**src/pfba_pkg.sv**
```systemverilog
// ----------------------------------------------------------------------------
// pfba_pkg
// shared types and constants of the page frame bitmap allocator
// ----------------------------------------------------------------------------
package pfba_pkg;

  // bitmap geometry
  localparam int NUM_FRAMES_DEF    = 32768;
  localparam int WORD_BITS         = 32;
  localparam int BIT_IDX_W         = 5;      // log2 of WORD_BITS
  localparam int RESET_USED_FRAMES = 8192;
  localparam int RESET_USED_WORDS  = RESET_USED_FRAMES / WORD_BITS;

  // field widths
  localparam int FRAME_W = 20;
  localparam int CMP_W   = FRAME_W + 1;      // holds frame counts up to 2**20
  localparam int CFG_W   = 16;
  localparam int LIN_W   = 32;

  // config port
  localparam int APB_AW = 5;
  localparam int APB_DW = 32;

  // config reset values
  localparam logic [CFG_W-1:0] FIRST_RST = 16'd8192;
  localparam logic [CFG_W-1:0] END_RST   = 16'd32768;
  localparam logic [CFG_W-1:0] LIMIT_RST = 16'd8192;
  localparam logic [LIN_W-1:0] LOW_RST   = 32'hC000_0000;
  localparam logic [LIN_W-1:0] HIGH_RST  = 32'hC200_0000;

  typedef enum logic [2:0] {
    REG_FIRST  = 3'd0,
    REG_END    = 3'd1,
    REG_LIMIT  = 3'd2,
    REG_LOW    = 3'd3,
    REG_HIGH   = 3'd4,
    REG_UNLOCK = 3'd5
  } reg_idx_e;

  typedef enum logic [1:0] {
    OP_ALLOC = 2'd0,
    OP_MARK  = 2'd1,
    OP_FREE  = 2'd2,
    OP_QUERY = 2'd3
  } op_e;

  typedef enum logic [1:0] {
    STAT_OK      = 2'd0,
    STAT_NO_FREE = 2'd1,
    STAT_PROT    = 2'd2,
    STAT_OUTSIDE = 2'd3
  } status_e;

  typedef struct packed {
    logic [CFG_W-1:0] first_frame;
    logic [CFG_W-1:0] end_frame;
    logic [CFG_W-1:0] prot_limit;
    logic [LIN_W-1:0] lin_low;
    logic [LIN_W-1:0] lin_high;
    logic             unlock;
  } cfg_t;

  typedef struct packed {
    logic [FRAME_W-1:0] frame;
    status_e            status;
    logic               used;
  } res_t;

endpackage

```
**src/pfba_cfg_regs.sv**
```systemverilog
// ----------------------------------------------------------------------------
// pfba_cfg_regs
// apb register file holding the allocator window and protection settings
// ----------------------------------------------------------------------------
module pfba_cfg_regs
  import pfba_pkg::*;
(
  input  logic              clk_i,
  input  logic              rst_ni,
  input  logic              psel,
  input  logic              penable,
  input  logic              pwrite,
  input  logic [APB_AW-1:0] paddr,
  input  logic [APB_DW-1:0] pwdata,
  output logic [APB_DW-1:0] prdata,
  output logic              pready,
  output cfg_t              cfg_o
);

  cfg_t     cfg_q, cfg_d;
  reg_idx_e idx;
  logic     wr_en;

  assign idx    = reg_idx_e'(paddr[APB_AW-1:2]);
  assign wr_en  = psel & penable & pwrite;
  assign pready = 1'b1;
  assign cfg_o  = cfg_q;

  always_comb begin
    cfg_d = cfg_q;
    if (wr_en) begin
      unique case (idx)
        REG_FIRST:  cfg_d.first_frame = pwdata[CFG_W-1:0];
        REG_END:    cfg_d.end_frame   = pwdata[CFG_W-1:0];
        REG_LIMIT:  cfg_d.prot_limit  = pwdata[CFG_W-1:0];
        REG_LOW:    cfg_d.lin_low     = pwdata[LIN_W-1:0];
        REG_HIGH:   cfg_d.lin_high    = pwdata[LIN_W-1:0];
        REG_UNLOCK: cfg_d.unlock      = pwdata[0];
        default:    cfg_d = cfg_q;
      endcase
    end
  end

  always_comb begin
    unique case (idx)
      REG_FIRST:  prdata = APB_DW'(cfg_q.first_frame);
      REG_END:    prdata = APB_DW'(cfg_q.end_frame);
      REG_LIMIT:  prdata = APB_DW'(cfg_q.prot_limit);
      REG_LOW:    prdata = APB_DW'(cfg_q.lin_low);
      REG_HIGH:   prdata = APB_DW'(cfg_q.lin_high);
      REG_UNLOCK: prdata = APB_DW'(cfg_q.unlock);
      default:    prdata = '0;
    endcase
  end

  always_ff @(posedge clk_i or negedge rst_ni) begin
    if (!rst_ni) begin
      cfg_q.first_frame <= FIRST_RST;
      cfg_q.end_frame   <= END_RST;
      cfg_q.prot_limit  <= LIMIT_RST;
      cfg_q.lin_low     <= LOW_RST;
      cfg_q.lin_high    <= HIGH_RST;
      cfg_q.unlock      <= 1'b0;
    end else begin
      cfg_q <= cfg_d;
    end
  end

endmodule

```
**config.mk**
```make
export PLATFORM = sky130hd
export DESIGN_NAME = pfba_cfg_regs
export DESIGN_NICKNAME = d
export VERILOG_FILES = /design/src/pfba_pkg.sv /design/src/pfba_cfg_regs.sv
export SDC_FILE = /design/constraint.sdc
export NUM_CORES = 1
export LEC_CHECK = 0
export BUFFER_PORTS_ARGS = -buffer_cell sky130_fd_sc_hd__buf_2
export CORE_UTILIZATION = 53
export DETAILED_ROUTE_END_ITERATION = 6
export PLACE_DENSITY = 0.85
export SYNTH_ARGS = -nofsm -noshare
export SYNTH_HDL_FRONTEND = slang
export SYNTH_SLANG_ARGS = --single-unit
export TNS_END_PERCENT = 10
```
**constraint.sdc**
```tcl
create_clock -name clk_i -period 3.2 [get_ports clk_i]
set_input_delay 0.32 -clock clk_i [delete_from_list [all_inputs] [get_ports clk_i]]
set_output_delay 0.32 -clock clk_i [all_outputs]
set_load 0.01 [all_outputs]
```
==> results.toml <==
[sta]
rsz0062_at_grt = "no"
finalHoldViolations = 22
fin_crit_ns = 2.23
finClkSkew_ns = 0
period_share_pct = 69.5
worstMarginPinSlew_ns = 1.01
tns_ns = 0
worst_slack_ns = 0.975
timing.fmax_ghz = 0.449
setup_violations = 0
slew_viol_final = 0
relSlewSlack_pct = 32.4
timing.hold.ws_ns = -0.0214

[route]
antenna_left = 0
drc_errors = 0
drt-total-wl_um = 13400
firstDrtPassIters = 5
route.detailed.wl_per_inst_um = 19.2
vias_per_cell = 5.70
dr.first_iter.drc_count = 98
vias = 3973

[clocking]
path_clk_slew_ns = 0.06
cts_buffer_depth = 2
cts-root-buf = "clkbuf_8"
post_cts_resized = 0
cts-htree-levels = 4
cts_buffers = 17
cts_hold_buf = 0
cts_tree = "done"
clkLatencyLatePin_ns = 0.50
postCtsSetupBuffers = 0
cts_sinks = 113

[logic_synthesis]
synth-edff-count = 0
ys_types = 30
ys_seq_area_share_pct = 55.2
ys_warn_count = 0
synth_area_leader_cell = "dfrtp_1"
ys_ff_latch = 113
syn_area_per_cell_um2 = 14.0
synth.area.top_cells = "dfrtp_1, mux2_2, dfstp_2"
synthArstFlopShare_pct = 100
synth_cells = 367
syn-cell-area_mm2 = 0.00514
ys.flop_type = "dfrtp_1"
synth_nets = 409
netlist.area_leader.share_pct = 51.1

[global_routing]
grt_pass1_wl_um = 21300
grtUsageTotal_pct = 28.2
grt_max_degree = 81
antenna_found_initial = 0
grt_overflow_total = 0
grt_pass1_vias = 4055

[pwr]
p_leak_nw = 3.45
seqPwrFrac_pct = 39.3
power.share.clock_pct = 40.0
netSwitchingPower_mw = 1.43
p_comb_share_pct = 20.7
power.density_mw_per_mm2 = 727
intPower_mw = 3.55
ir_worst_vdd_v = 0.000410
netSwitchingFraction_pct = 28.7
power_mw = 4.97

[outcome]
status = "complete, but fails checks"
violations = "hold timing"

[floorplanning]
start_util_pct = 55.1
core_mm2 = 0.00933
num_rows = 35
die_w_um = 101
io_pins = 188
die_h_um = 101
fp.dieArea_mm2 = 0.0101

[worst_setup_path]
crit_slowest_cell = "buf_4"
crit_family = "buffers and inverters"
max_stage_delay_ns = 0.49
critPathKind = "primary input to primary output"
end_kind = "primary output"
critPathMaxFanout = 32
crit_required_ns = 2.88
path_common_cell = "buf_2"
arrival_ns = 1.91
startpoint_type = "primary input"
path_buf_inv = 3
path_cells = "buf_2, buf_4, mux2i_1, o21a_1, o22ai_1, buf_2"

[final_layout]
final.fill_count = 625
largest_register_ffs = 113
n_antenna_cell = 0
drive_above_1_share_pct = 62.7
fin_nets = 597
synthToLayoutAreaGrowth_pct = 33.0

[run]
cap_violations = 0

[placed_design]
pre_cts_ws_ns = 0.849
portBuffers = 184
gp_congestion = 0.791
place_hpwl_um = 9040

[hold_path]
hp-class = "primary input to asynchronous set/reset pin"
==> layer usage <==
| metal | GRT usage [%] | vias up | share of wire [%] |
|---|---|---|---|
| met5 | 0 | - | 0 |
| met2 | 49.3 | 191 | 51 |
| met4 | 11.0 | 0 | 1.2 |
| li1 | - | 1753 | - |
| met3 | 6.93 | 18 | 6.9 |
| met1 | 33.6 | 2011 | 41 |
==> metrics by stage <==
step | util [%] | cell area, µm² | std cells
2_1_floorplan | - | 5140 | 367
3_3_place_gp | 66.5 | 6200 | 665
3_5_place_dp | 66.5 | 6200 | 665
4_1_cts | 73.3 | 6840 | 697
5_1_grt | 73.3 | 6840 | 697
6_report | 73.3 | 6840 | 697
==> worst paths after layout <==
check / start / slack [ns] / to / cells after the start
worst max-delay path: paddr[3] / 0.97 / prdata[10] / 6
worst min-delay path: rst_ni / -0.02 / cfg_o[65]$_DFFE_PN0P_ / 1
worst max register to register: cfg_o[21]$_DFFE_PN0P_ / 2.38 / cfg_o[21]$_DFFE_PN0P_ / 1
worst min register to register: cfg_o[8]$_DFFE_PN0P_ / 0.52 / cfg_o[8]$_DFFE_PN0P_ / 1
max in group asynchronous: rst_ni / 2.37 / cfg_o[101]$_DFFE_PN0P_ / 2
min in group clk_i: pwdata[28] / 0.06 / cfg_o[29]$_DFFE_PN0P_ / 2
==> cell usage in the layout (no fill, tap or decap), drive strengths merged <==
master	instances
buf	198
mux2	113
dfrtp	105
clkbuf	18
mux2i	17
nand3	16
o21a	16
a22o	16
a22oi	15
o22ai	15
dfstp	8
clkinv	5
bufinv	4
nor3b	3
clkinvlp	3
nor2b	2
nor2	2
nand4b	2
inv	2
a21oi	1
a211o	1
o21ai	1
nand2	1
and3	1
and2	1
or3	1
conb	1
==> power groups by stage <==
stage / Clock [mW] / Combinational [mW] / Sequential [mW]
4_1_cts: 2.02 / 1.04 / 1.95
2_1_floorplan: 0 / 0.423 / 2.07
3_5_place_dp: 0 / 1.04 / 1.97
3_3_place_gp: 0 / 1.01 / 1.95
5_1_grt: 2.09 / 1.12 / 1.99
6_report: 1.99 / 1.03 / 1.95
==> cells by family (layout without fill, tap and decap cells) <==
family	count (synthesis)	after routing	share of synthesized area [%]
other	1	1	0.0729
multiplexers	130	130	28.1
AND/OR/NAND/NOR	29	29	3.87
AO/OA/AOI/OAI	65	65	9.44
buffers and inverters	29	230	3.38
flip-flops	113	113	55.2
==> cell type report <==
type,count,area (µm²),share of cell area [%]
clock buffers,18,428,6.26
repair buffers,198,1050,15.4
multi-input cells,225,2150,31.5
flip-flops and latches,113,2840,41.5
clock inverters,14,206,3.02
well taps,129,161,2.36
==> synthesized netlist by cell type, drive strengths merged, types with 3 or more instances <==
master    n
o21a     16
a22oi    15
buf      20
a22o     16
clkbuf    9
mux2    113
mux2i    17
o22ai    15
dfstp     8
dfrtp   105
nand3    16
nor3b     3
(Power assumes the default switching activity.)
